[src/sv/lpv_pkg.sv]
// types, constants and codes shared by the lane position vote files
package lpv_pkg;

  localparam int HISTORY_DEPTH_DEF = 55;
  localparam int COORD_BITS_DEF    = 12;
  localparam int COUNT_BITS_DEF    = 10;

  localparam int SPLIT_BITS  = 12;
  localparam int THRESH_BITS = 8;
  localparam int TAN_BITS    = 16;
  localparam int MARKS_BITS  = 10;
  localparam int TALLY_BITS  = 6;
  localparam int CLASS_BITS  = 2;
  localparam int CLASS_COUNT = 4;
  localparam int CFG_IDX_BITS  = 2;
  localparam int CFG_DATA_BITS = 16;

  localparam logic [SPLIT_BITS-1:0]  SPLIT_RESET     = SPLIT_BITS'(1050);
  localparam logic [THRESH_BITS-1:0] THRESH_RESET    = THRESH_BITS'(0);
  localparam logic [TAN_BITS-1:0]    TAN_LOW_RESET   = TAN_BITS'(6888);
  localparam logic [TAN_BITS-1:0]    TAN_HIGH_RESET  = TAN_BITS'(13930);

  typedef enum logic [CFG_IDX_BITS-1:0] {
    CFG_SPLIT_COLUMN     = 2'd0,
    CFG_COUNT_THRESHOLD  = 2'd1,
    CFG_TANGENT_LOW_Q16  = 2'd2,
    CFG_TANGENT_HIGH_Q16 = 2'd3
  } lpv_cfg_idx_t;

  typedef enum logic [CLASS_BITS-1:0] {
    CLS_LEFT   = 2'd0,
    CLS_MIDDLE = 2'd1,
    CLS_RIGHT  = 2'd2,
    CLS_NONE   = 2'd3
  } lpv_class_t;

  // one decided frame, handed to the history unit
  typedef struct packed {
    lpv_class_t            frame_class;
    logic [MARKS_BITS-1:0] left_marks;
    logic [MARKS_BITS-1:0] right_marks;
  } lpv_frame_t;

  // frame plus the vote over the ring after it was recorded
  typedef struct packed {
    lpv_frame_t frame;
    lpv_class_t voted_class;
  } lpv_result_t;

endpackage

[src/sv/lane_position_vote_core.sv]
// top level of the lane position voter
//
// usage: segments stream in on the in_ channel, one beat per cycle while
// in_ready is high, each with a segment_valid flag and a frame_end mark. a valid
// segment counts toward the left or right marking count depending on its midpoint
// column against split_column and on its slope, tested by cross-multiplying
// against the q16 tangent bounds. the beat with frame_end set closes the frame
// and yields one result beat on the out_ channel: frame class, majority vote over
// the class ring and the frame's two marking counts. other beats yield nothing.
// path: an accepted frame-end beat passes the input, multiply, compare, count and
// ring update stages, then the output register, before it shows up at out_valid.
// throughput: one input beat every cycle while the pipe is not held by a stall;
// the ring entry to be replaced is read ahead and a same-entry write is
// forwarded, so back to back frame ends need no bubble.
// reset: counts, tallies, pointer and config registers return to defaults; the
// ring reads as empty through a wrapped flag, so no clearing pass is needed.
// stall: a result waiting in the output register blocks the pipe only when the
// next result reaches the last stage; plain segment beats keep flowing.
// config: cfg_ writes are always ready and are meant for an idle block.
module lane_position_vote_core #(
  parameter int HISTORY_DEPTH = lpv_pkg::HISTORY_DEPTH_DEF,
  parameter int COORD_BITS    = lpv_pkg::COORD_BITS_DEF,
  parameter int COUNT_BITS    = lpv_pkg::COUNT_BITS_DEF
) (
  input  logic                               clk,
  input  logic                               rst_n,
  // segment channel
  input  logic                               in_valid,
  output logic                               in_ready,
  input  logic [COORD_BITS-1:0]              in_start_x,
  input  logic [COORD_BITS-1:0]              in_start_y,
  input  logic [COORD_BITS-1:0]              in_end_x,
  input  logic [COORD_BITS-1:0]              in_end_y,
  input  logic                               in_segment_valid,
  input  logic                               in_frame_end,
  // result channel
  output logic                               out_valid,
  input  logic                               out_ready,
  output logic [lpv_pkg::CLASS_BITS-1:0]     out_frame_class,
  output logic [lpv_pkg::CLASS_BITS-1:0]     out_voted_class,
  output logic [lpv_pkg::MARKS_BITS-1:0]     out_left_marks,
  output logic [lpv_pkg::MARKS_BITS-1:0]     out_right_marks,
  // configuration write channel
  input  logic                               cfg_valid,
  output logic                               cfg_ready,
  input  logic [lpv_pkg::CFG_IDX_BITS-1:0]   cfg_index,
  input  logic [lpv_pkg::CFG_DATA_BITS-1:0]  cfg_data
);

  localparam int MID_W  = (COORD_BITS > lpv_pkg::SPLIT_BITS) ? COORD_BITS
                                                             : lpv_pkg::SPLIT_BITS;
  localparam int PROD_W = lpv_pkg::TAN_BITS + COORD_BITS;
  localparam int THR_W  = (COUNT_BITS > lpv_pkg::THRESH_BITS) ? COUNT_BITS
                                                              : lpv_pkg::THRESH_BITS;

  // configuration registers
  logic [lpv_pkg::SPLIT_BITS-1:0]  split_r;
  logic [lpv_pkg::THRESH_BITS-1:0] thresh_r;
  logic [lpv_pkg::TAN_BITS-1:0]    tan_low_r;
  logic [lpv_pkg::TAN_BITS-1:0]    tan_high_r;

  assign cfg_ready = 1'b1;

  always_ff @(posedge clk) begin
    if (!rst_n) begin
      split_r    <= lpv_pkg::SPLIT_RESET;
      thresh_r   <= lpv_pkg::THRESH_RESET;
      tan_low_r  <= lpv_pkg::TAN_LOW_RESET;
      tan_high_r <= lpv_pkg::TAN_HIGH_RESET;
    end else if (cfg_valid) begin
      unique case (lpv_pkg::lpv_cfg_idx_t'(cfg_index))
        lpv_pkg::CFG_SPLIT_COLUMN:     split_r    <= cfg_data[lpv_pkg::SPLIT_BITS-1:0];
        lpv_pkg::CFG_COUNT_THRESHOLD:  thresh_r   <= cfg_data[lpv_pkg::THRESH_BITS-1:0];
        lpv_pkg::CFG_TANGENT_LOW_Q16:  tan_low_r  <= cfg_data[lpv_pkg::TAN_BITS-1:0];
        lpv_pkg::CFG_TANGENT_HIGH_Q16: tan_high_r <= cfg_data;
        default: ;
      endcase
    end
  end

  // pipe advance: hold only when a result meets a full, stalled output register
  logic                  en;
  logic                  e_vld;
  lpv_pkg::lpv_result_t  e_res;
  logic                  out_valid_r;

  assign en       = !(out_valid_r && !out_ready && e_vld);
  assign in_ready = en;

  // input stage: direction, side, run and rise of the segment
  logic                  in_fire;
  logic                  dir_fwd;
  logic [COORD_BITS:0]   mid_sum;
  logic [MID_W-1:0]      mid_ext;
  logic                  side_left;
  logic                  dir_ok;
  logic [COORD_BITS-1:0] run;
  logic [COORD_BITS-1:0] rise;

  assign in_fire   = in_valid && in_ready;
  assign dir_fwd   = in_end_x > in_start_x;
  assign run       = in_end_x - in_start_x;
  assign mid_sum   = {1'b0, in_start_x} + {1'b0, in_end_x};
  assign mid_ext   = MID_W'(mid_sum[COORD_BITS:1]);
  assign side_left = mid_ext < MID_W'(split_r);
  // left markings climb toward smaller rows, right markings toward larger
  assign dir_ok    = side_left ? (in_end_y < in_start_y) : (in_end_y > in_start_y);
  assign rise      = side_left ? (in_start_y - in_end_y) : (in_end_y - in_start_y);

  logic                  a_vld_r, a_fend_r;
  logic                  a_seg_r, a_left_r;
  logic [COORD_BITS-1:0] a_run_r, a_rise_r;

  // multiply stage: both tangent bounds scaled by the run, rise shifted to q16
  logic                  b_vld_r, b_fend_r;
  logic                  b_seg_r, b_left_r;
  logic [PROD_W-1:0]     b_lo_r, b_hi_r, b_scaled_r;

  // compare stage: segment hits
  logic                  c_vld_r, c_fend_r;
  logic                  c_hit_l_r, c_hit_r_r;
  logic                  in_band;

  assign in_band = (b_lo_r < b_scaled_r) && (b_scaled_r < b_hi_r);

  // count stage
  logic [COUNT_BITS-1:0] left_cnt_r, right_cnt_r;
  logic [COUNT_BITS-1:0] left_cnt_nxt, right_cnt_nxt;
  logic                  d_vld_r;
  lpv_pkg::lpv_frame_t   d_frame_r;
  lpv_pkg::lpv_class_t   frame_cls;
  logic                  left_present, right_present;

  // saturating increments, the frame-end beat's own segment included
  assign left_cnt_nxt  = (c_hit_l_r && left_cnt_r != '1) ?
                         left_cnt_r + COUNT_BITS'(1) : left_cnt_r;
  assign right_cnt_nxt = (c_hit_r_r && right_cnt_r != '1) ?
                         right_cnt_r + COUNT_BITS'(1) : right_cnt_r;
  assign left_present  = THR_W'(left_cnt_nxt) > THR_W'(thresh_r);
  assign right_present = THR_W'(right_cnt_nxt) > THR_W'(thresh_r);

  // camera sits right of a lone left marking, and the other way round
  always_comb begin
    priority if (left_present && right_present) begin
      frame_cls = lpv_pkg::CLS_MIDDLE;
    end else if (left_present) begin
      frame_cls = lpv_pkg::CLS_RIGHT;
    end else if (right_present) begin
      frame_cls = lpv_pkg::CLS_LEFT;
    end else begin
      frame_cls = lpv_pkg::CLS_NONE;
    end
  end

  // control state of the stages
  always_ff @(posedge clk) begin
    if (!rst_n) begin
      a_vld_r     <= 1'b0;
      b_vld_r     <= 1'b0;
      c_vld_r     <= 1'b0;
      d_vld_r     <= 1'b0;
      left_cnt_r  <= '0;
      right_cnt_r <= '0;
    end else if (en) begin
      a_vld_r <= in_fire;
      b_vld_r <= a_vld_r;
      c_vld_r <= b_vld_r;
      // only frame-end beats travel past the count stage
      d_vld_r <= c_vld_r && c_fend_r;
      if (c_vld_r) begin
        if (c_fend_r) begin
          left_cnt_r  <= '0;
          right_cnt_r <= '0;
        end else begin
          left_cnt_r  <= left_cnt_nxt;
          right_cnt_r <= right_cnt_nxt;
        end
      end
    end
  end

  // payload of the stages
  always_ff @(posedge clk) begin
    if (en) begin
      a_fend_r   <= in_frame_end;
      a_seg_r    <= in_segment_valid && dir_fwd && dir_ok;
      a_left_r   <= side_left;
      a_run_r    <= run;
      a_rise_r   <= rise;

      b_fend_r   <= a_fend_r;
      b_seg_r    <= a_seg_r;
      b_left_r   <= a_left_r;
      b_lo_r     <= PROD_W'(tan_low_r) * PROD_W'(a_run_r);
      b_hi_r     <= PROD_W'(tan_high_r) * PROD_W'(a_run_r);
      b_scaled_r <= {a_rise_r, {lpv_pkg::TAN_BITS{1'b0}}};

      c_fend_r   <= b_fend_r;
      c_hit_l_r  <= b_vld_r && b_seg_r && b_left_r && in_band;
      c_hit_r_r  <= b_vld_r && b_seg_r && !b_left_r && in_band;

      d_frame_r.frame_class <= frame_cls;
      d_frame_r.left_marks  <= lpv_pkg::MARKS_BITS'(left_cnt_nxt);
      d_frame_r.right_marks <= lpv_pkg::MARKS_BITS'(right_cnt_nxt);
    end
  end

  // ring update and vote
  lpv_history #(
    .HISTORY_DEPTH(HISTORY_DEPTH)
  ) u_history (
    .clk       (clk),
    .rst_n     (rst_n),
    .adv       (en),
    .frame_vld (d_vld_r),
    .frame     (d_frame_r),
    .res_vld   (e_vld),
    .res       (e_res)
  );

  // output register
  lpv_pkg::lpv_result_t out_res_r;

  always_ff @(posedge clk) begin
    if (!rst_n) begin
      out_valid_r <= 1'b0;
    end else if (en && e_vld) begin
      out_valid_r <= 1'b1;
    end else if (out_ready) begin
      out_valid_r <= 1'b0;
    end
  end

  always_ff @(posedge clk) begin
    if (en && e_vld) begin
      out_res_r <= e_res;
    end
  end

  assign out_valid       = out_valid_r;
  assign out_frame_class = out_res_r.frame.frame_class;
  assign out_voted_class = out_res_r.voted_class;
  assign out_left_marks  = out_res_r.frame.left_marks;
  assign out_right_marks = out_res_r.frame.right_marks;

endmodule

[src/sv/lpv_history.sv]
// class history ring in a synchronous memory, running tallies and majority vote
module lpv_history #(
  parameter int HISTORY_DEPTH = lpv_pkg::HISTORY_DEPTH_DEF
) (
  input  logic                 clk,
  input  logic                 rst_n,
  input  logic                 adv,
  input  logic                 frame_vld,
  input  lpv_pkg::lpv_frame_t  frame,
  output logic                 res_vld,
  output lpv_pkg::lpv_result_t res
);

  localparam int PTR_W = (HISTORY_DEPTH > 1) ? $clog2(HISTORY_DEPTH) : 1;
  localparam logic [PTR_W-1:0] PTR_LAST = PTR_W'(HISTORY_DEPTH - 1);

  logic [lpv_pkg::CLASS_BITS-1:0] mem [HISTORY_DEPTH];

  logic [PTR_W-1:0]               ptr_r, ptr_nxt;
  logic                           wrapped_r;
  logic [lpv_pkg::CLASS_BITS-1:0] rd_data_r;
  logic                           fwd_r;
  logic [lpv_pkg::CLASS_BITS-1:0] fwd_data_r;
  logic [lpv_pkg::TALLY_BITS-1:0] tally_r   [lpv_pkg::CLASS_COUNT];
  logic [lpv_pkg::TALLY_BITS-1:0] tally_nxt [lpv_pkg::CLASS_COUNT];
  logic                           e_vld_r;
  lpv_pkg::lpv_frame_t            e_frame_r;

  logic                           wr_en;
  logic [lpv_pkg::CLASS_BITS-1:0] old_cls;
  lpv_pkg::lpv_class_t            win;

  assign wr_en   = adv && frame_vld;
  assign ptr_nxt = !wr_en ? ptr_r : ((ptr_r == PTR_LAST) ? '0 : ptr_r + PTR_W'(1));
  // entry under the pointer was written only once the ring has wrapped
  assign old_cls = fwd_r ? fwd_data_r : rd_data_r;

  // read the entry the next frame end will replace
  always_ff @(posedge clk) begin
    if (wr_en) begin
      mem[ptr_r] <= frame.frame_class;
    end
    rd_data_r  <= mem[ptr_nxt];
    fwd_data_r <= frame.frame_class;
  end

  always_comb begin
    logic [lpv_pkg::TALLY_BITS-1:0] t;
    t = '0;
    for (int i = 0; i < lpv_pkg::CLASS_COUNT; i++) begin
      t = tally_r[i];
      if (wrapped_r && old_cls == lpv_pkg::CLASS_BITS'(i) && t != '0) begin
        t = t - lpv_pkg::TALLY_BITS'(1);
      end
      if (frame.frame_class == lpv_pkg::CLASS_BITS'(i)) begin
        t = t + lpv_pkg::TALLY_BITS'(1);
      end
      tally_nxt[i] = t;
    end
  end

  always_ff @(posedge clk) begin
    if (!rst_n) begin
      ptr_r     <= '0;
      wrapped_r <= 1'b0;
      fwd_r     <= 1'b0;
      e_vld_r   <= 1'b0;
      for (int i = 0; i < lpv_pkg::CLASS_COUNT; i++) begin
        tally_r[i] <= '0;
      end
    end else begin
      fwd_r <= wr_en && (ptr_nxt == ptr_r);
      if (adv) begin
        e_vld_r <= frame_vld;
      end
      if (wr_en) begin
        ptr_r <= ptr_nxt;
        if (ptr_r == PTR_LAST) begin
          wrapped_r <= 1'b1;
        end
        for (int i = 0; i < lpv_pkg::CLASS_COUNT; i++) begin
          tally_r[i] <= tally_nxt[i];
        end
      end
    end
  end

  always_ff @(posedge clk) begin
    if (adv) begin
      e_frame_r <= frame;
    end
  end

  // first strict maximum wins, empty ring gives none
  always_comb begin
    logic [lpv_pkg::TALLY_BITS-1:0] maxc;
    maxc = '0;
    win  = lpv_pkg::CLS_NONE;
    for (int i = 0; i < lpv_pkg::CLASS_COUNT; i++) begin
      if (tally_r[i] > maxc) begin
        maxc = tally_r[i];
        win  = lpv_pkg::lpv_class_t'(lpv_pkg::CLASS_BITS'(i));
      end
    end
  end

  assign res_vld         = e_vld_r;
  assign res.frame       = e_frame_r;
  assign res.voted_class = win;

endmodule

[config.mk]
export PLATFORM = sky130hd
export DESIGN_NAME = lane_position_vote_core
export DESIGN_NICKNAME = d
export VERILOG_FILES = /design/src/sv/lpv_pkg.sv /design/src/sv/lane_position_vote_core.sv /design/src/sv/lpv_history.sv
export SDC_FILE = /design/constraint.sdc
export NUM_CORES = 2
export LEC_CHECK = 0
export ABC_CLOCK_PERIOD_IN_PS = 16149
export BUFFER_PORTS_ARGS = -buffer_cell sky130_fd_sc_hd__buf_4
export CORE_AREA = 2 2 240 242
export DETAILED_ROUTE_END_ITERATION = 8
export DIE_AREA = 0 0 242 244
export PLACE_DENSITY = 0.71
export SETUP_SLACK_MARGIN = 0.4
export SKIP_CTS_REPAIR_TIMING = 1
export SYNTH_ARGS = -nofsm -noshare
export SYNTH_HDL_FRONTEND = slang
export SYNTH_SLANG_ARGS = --single-unit
[constraint.sdc]
create_clock -name clk -period 16.15 [get_ports clk]
set_clock_uncertainty 0.15 [all_clocks]
set_input_delay 0.8075 -clock clk [delete_from_list [all_inputs] [get_ports clk]]
set_output_delay 0.8075 -clock clk [all_outputs]
set_load 0.02 [all_outputs]
# Word level (Yosys, flattened, before mapping)
# Memories as Yosys holds them, arrays and structs flattened. A register that Yosys moved wholly into a read port is not among the register bits.
# Index checks and enable logic that the tools add are counted.
[word_totals]
memories = 2
register_bits = 257
romBits = 0
ramBits = 134
out_inout_bits = 27
elab_cells = 170
latchBits = 0
[memory_table]
columns = ["name", "words", "word_bits", "read_ports", "rd_ports_with_merged_regs", "wr", "line", "text"]
rows = [
  ["u_history.mem", 55, 2, 1, 1, 1, "lpv_history.sv:17", "logic [lpv_pkg::CLASS_BITS-1:0] mem [HISTORY_DEPTH];"],
  ["u_history.tally_r", 4, 6, 4, 0, 4, "lpv_history.sv:24", "logic [lpv_pkg::TALLY_BITS-1:0] tally_r [lpv_pkg::CLASS_COUNT];"],
]
[classes]
magnitude_cmp = 12
add_sub_neg = 15
multipliers = 2
shifts = 0
bitwise = 5
div_mod_pow = 0
n_reduce_logical = 44
n_eq_ne = 13
n_mux = 36
[op_table]
columns = ["operator", "n"]
rows = [
  ["$mux 6", 17],
  ["$lt 28x28->1", 2],
  ["$mul 16x12->28", 2],
  ["$mux 10", 4],
  ["$sub 12x12->12", 3],
  ["$add 6x1->6 const B", 5],
  ["$logic_and 1x1->1", 26],
  ["$gt 12x12->1", 2],
  ["$lt 12x12->1", 2],
  ["$reduce_bool 6->1", 4],
  ["$sub 6x1->6 const B", 4],
  ["$add 10x1->10 const B", 2],
  ["$gt 10x8->1", 2],
  ["$ne 10x10->1 const B", 2],
  ["$gt 6x6->1", 3],
  ["$add 12x12->13", 1],
  ["$eq 2x2->1 const B", 6],
  ["$mux 12", 1],
  ["$reduce_and 2->1", 6],
  ["$mux 2", 5],
  ["$mux 1", 9],
  ["$eq 2x1->1 const B", 3],
  ["$eq 6x6->1", 1],
  ["$eq 6x6->1 const B", 1],
  ["7 further kinds", 14],
]

# Logic depth before layout (Yosys ltp)
[logic_depth]
word_depth = 9
ltp_mapped = 30
depth_no_buf = 30

# Hierarchy
# A second synthesis with hierarchy kept.
[hier_totals]
hier_cells = 3095
area_unflattened_um2 = 30959.7
[modules_own_cells]
columns = ["module", "seq_area_each_um2", "instances", "cells_per_inst", "area_each_um2"]
rows = [
  ["lane_position_vote_core", 5475.3, 1, 2374, 22353.9],
  ["lpv_history", 4944.7, 1, 721, 8605.8],
]

# Least setup slack after synthesis
# Ideal clock, no wire load.
[synth_path]
path_type = "register -> register"
start = "memory u_history.tally_r[0][0] (netlist bit)"
end = "register out_res_r, in the netlist out_voted_class[0], data pin"
period_less_slack_ps = 5950
setup_ps = 255
setup_slack_ps = 10200
stages_incl_launch_ff = 31
arrival_ps = 5545
path_cell_list = "edfxtp_1 inv_1 ha_1 nand4_1 and2_1 ha_1 nor2b_1 o21a_1 o21a_1 o21a_1 o21a_1 o22ai_2 mux2_2 ha_1 nor2b_1 o21a_1 o21ai_0 nand2b_1 a21oi_1 nor2b_1 o22ai_1 mux2_2 ha_1 nor2b_1 o21a_1 o21ai_0 nand2b_1 a21oi_1 nor2b_1 o22ai_1 a21bo_2"
[synth_rtl]
columns = ["element", "line", "text"]
rows = [
  ["start, declared", "lpv_history.sv:24", ""],
  ["end signal, assigned", "lane_position_vote_core.sv:236", "out_res_r <= e_res;"],
  ["end, declared", "lane_position_vote_core.sv:222", "lpv_pkg::lpv_result_t out_res_r;"],
]

==> results.cfg <==
[setup_path]
critical_path.most_common_cell = o21a_1
cp-start-kind = flop
cp-end-kind = flop
slowest_stage = o22ai_1
worstPathArrival_ns = 6.91
crit_fanout = 8
path_class = flop to flop
cp_data_required_time_ns = 16.32
slowest_delay_ns = 0.56

[detailed_routing]
antenna_left = 0
viasPerCell = 5.62
drt_iter0_markers = 1428
dr.pass1.iters = 5
drc = 0
via_count = 21900
post_drt_wl_per_cell_um = 18.2
totalWireLength_um = 70900

[synth]
yosysSeqAreaShare_pct = 33.8
synth_cell_types = 87
synth_ff_type = edfxtp_1
synthesis.instances = 3090
synth_enable_flop_cells = 287
syn-num-nets = 3704
syn_area_um2 = 30800
avgSynthCellArea_um2 = 9.97
ys_seq_elements = 377
ys_warn_count = 0
async_flop_share_pct = 0

[timing]
final_critical_path_setup_slack_ns = 9.41
max_slew_margin_pct = 17.7
finalSetupViolCount = 0
fmax_mhz = 148
min_period_ns = 6.74
tns_ns = 0
whs_ns = 0.262
drv_slew = 0
tightestPinTransition_ns = 1.23
final-hold-violation-count = 0
rsz0062_at_grt = no
min_period_over_period_pct = 41.7

[global_routing]
antenna_found_initial = 0
grt_pass1_vias = 23300
grt_max_degree = 88
gr-total-overflow = 0
gr-usage-all-layers_pct = 24.4
grt_first_pass_wirelength_um = 116000

[finish]
antenna_cells = 0
layout_common_cells = 471 x nand2_1, 461 x inv_1, 287 x edfxtp_1
nets = 3728
multi_input_area_um2 = 18100
fill_cells = 4793
drive_gt1_share_pct = 7.28
syn_to_final_growth_pct = 8.49
final_common_cell = nand2_1
regArea_um2 = 10400

[clock_network]
clk_pin_slew_worst_paths_ns = 0.06
cts.sinks = 377
worstSkewPairLatency_ns = 0.58
cts-root-buf = clkbuf_16
htreeDepth = 2
cts_tree = yes
numCtsBuffers = 41
cts_max_path_buffers = 3

[floorplanning]
num_rows = 87
die_w_um = 242
dieArea_um2 = 59000
pin_count = 100
coreArea_um2 = 56200
die_h_um = 244
start_util_pct = 54.8

[power_and_ir_drop]
total_power_uw = 7350
peakVddDrop_v = 0.000316
p_leak_uw = 0.0151
powerDensity_nw_per_um2 = 220

[placement]
gp_congestion = 0.917
place_ws_ns = 9.49
port_buffers = 98
dp.final_hpwl_um = 52000

[flow_run]
cap_violations = 0

[status]
status = finished, final reports clean

[worst_hold_path]
min_path_type = flop to flop
worst paths after layout:
| kind | endpoint | slack, ns | cells after the start | start |
|---|---|---|---|---|
| setup / recovery | out_voted_class[0] | 9.41 | 30 | u_history.tally_r[0][1] |
| hold reg to reg | b_scaled_r[27] | 0.26 | 0 | a_rise_r[11] |
| setup reg to reg | out_voted_class[0] | 9.41 | 30 | u_history.tally_r[0][1] |
| hold / removal | b_scaled_r[27] | 0.26 | 0 | a_rise_r[11] |
sequential cells by signal (all words and copies together) (netlist names), 2 cells and up:
name / flops
left_cnt_r: 10
out_right_marks: 10
b_lo_r: 12
tan_low_r: 16
d_frame_r: 22
tan_high_r: 16
u_history.ptr_r: 6
out_frame_class: 2
out_voted_class: 2
u_history.fwd_data_r: 2
u_history.mem: 110
u_history.tally_r: 24
right_cnt_r: 10
a_rise_r: 12
split_r: 12
a_run_r: 12
u_history.res: 22
b_hi_r: 28
b_scaled_r: 12
thresh_r: 8
out_left_marks: 10
u_history.rd_data_r: 2
routing by layer:
metal  GRT usage (%)  share of wire [%]  wire length, um
met1            30.1                 41            28900
met2            42.7                 49            34900
met5               0                  0                0
met3            2.94                5.2             3700
met4            11.6                4.9             3440
cell usage after synthesis, drive strengths merged (24+ instances only):
cell    number  area [um2]
nand3       59         308
nor2b       47         294
fa         283        5670
xnor2       85         752
ha         258        3230
a21o        37         278
clkbuf     117         439
xor2        35         307
and2       133         832
a21boi      38         289
edfxtp     287        8620
dfxtp       90        1800
nand4       41         257
nor2       143         547
o21ai       61         313
nand2      472        1780
a21oi       81         413
inv        464        1750
mux2i       44         440
nor3        24         120
worst max-delay path, delay by kind of cell (launching register included):
kind / cells / cell delay [ns]
AO/OA/AOI/OAI: 14 / 3.12
AND/OR/NAND/NOR: 9 / 0.98
adder cells (fa/ha/maj): 4 / 0.92
multiplexers: 2 / 0.82
flip-flops: 1 / 0.41
buffers and inverters: 1 / 0.10
kinds of logic (layout without fill, tap and decap cells):
family,count (synthesis),in the layout,share of synthesized area [%]
AND/OR/NAND/NOR,1020,1020,15.8
buffers and inverters,601,658,7.55
adder cells (fa/ha/maj),541,541,28.9
flip-flops,377,377,33.8
AO/OA/AOI/OAI,368,368,8.34
XOR/XNOR,120,120,3.44
multiplexers,61,61,2.20
other,2,2,0.0244
power by group:
group,leakage (uW),total (uW),internal [uW],switching (uW)
clock network,0.000650,944,544,400
registers,0.00367,1460,1390,69.2
logic,0.0108,4950,2010,2940
final cells by class:
cell class                      instances  share of cell area (%)
Multi-Input combinational cell       2112                    54.1
Sequential cell                       377                    31.2
Inverter                              464                    5.23
Clock buffer                           52                    3.35
Tap cell                              756                    2.83
Timing Repair Buffer                  118                    2.65
Clock inverter                         24                   0.693
through the flow:
stage          area, um2  cells  utilization, %
2_1_floorplan      30800   3090               -
5_1_grt            33400   3903            59.5
4_1_cts            33400   3903            59.5
3_3_place_gp       32100   3827            57.1
6_report           33400   3903            59.5
3_5_place_dp       32100   3827            57.1
Power figures use the tool's default switching activity.
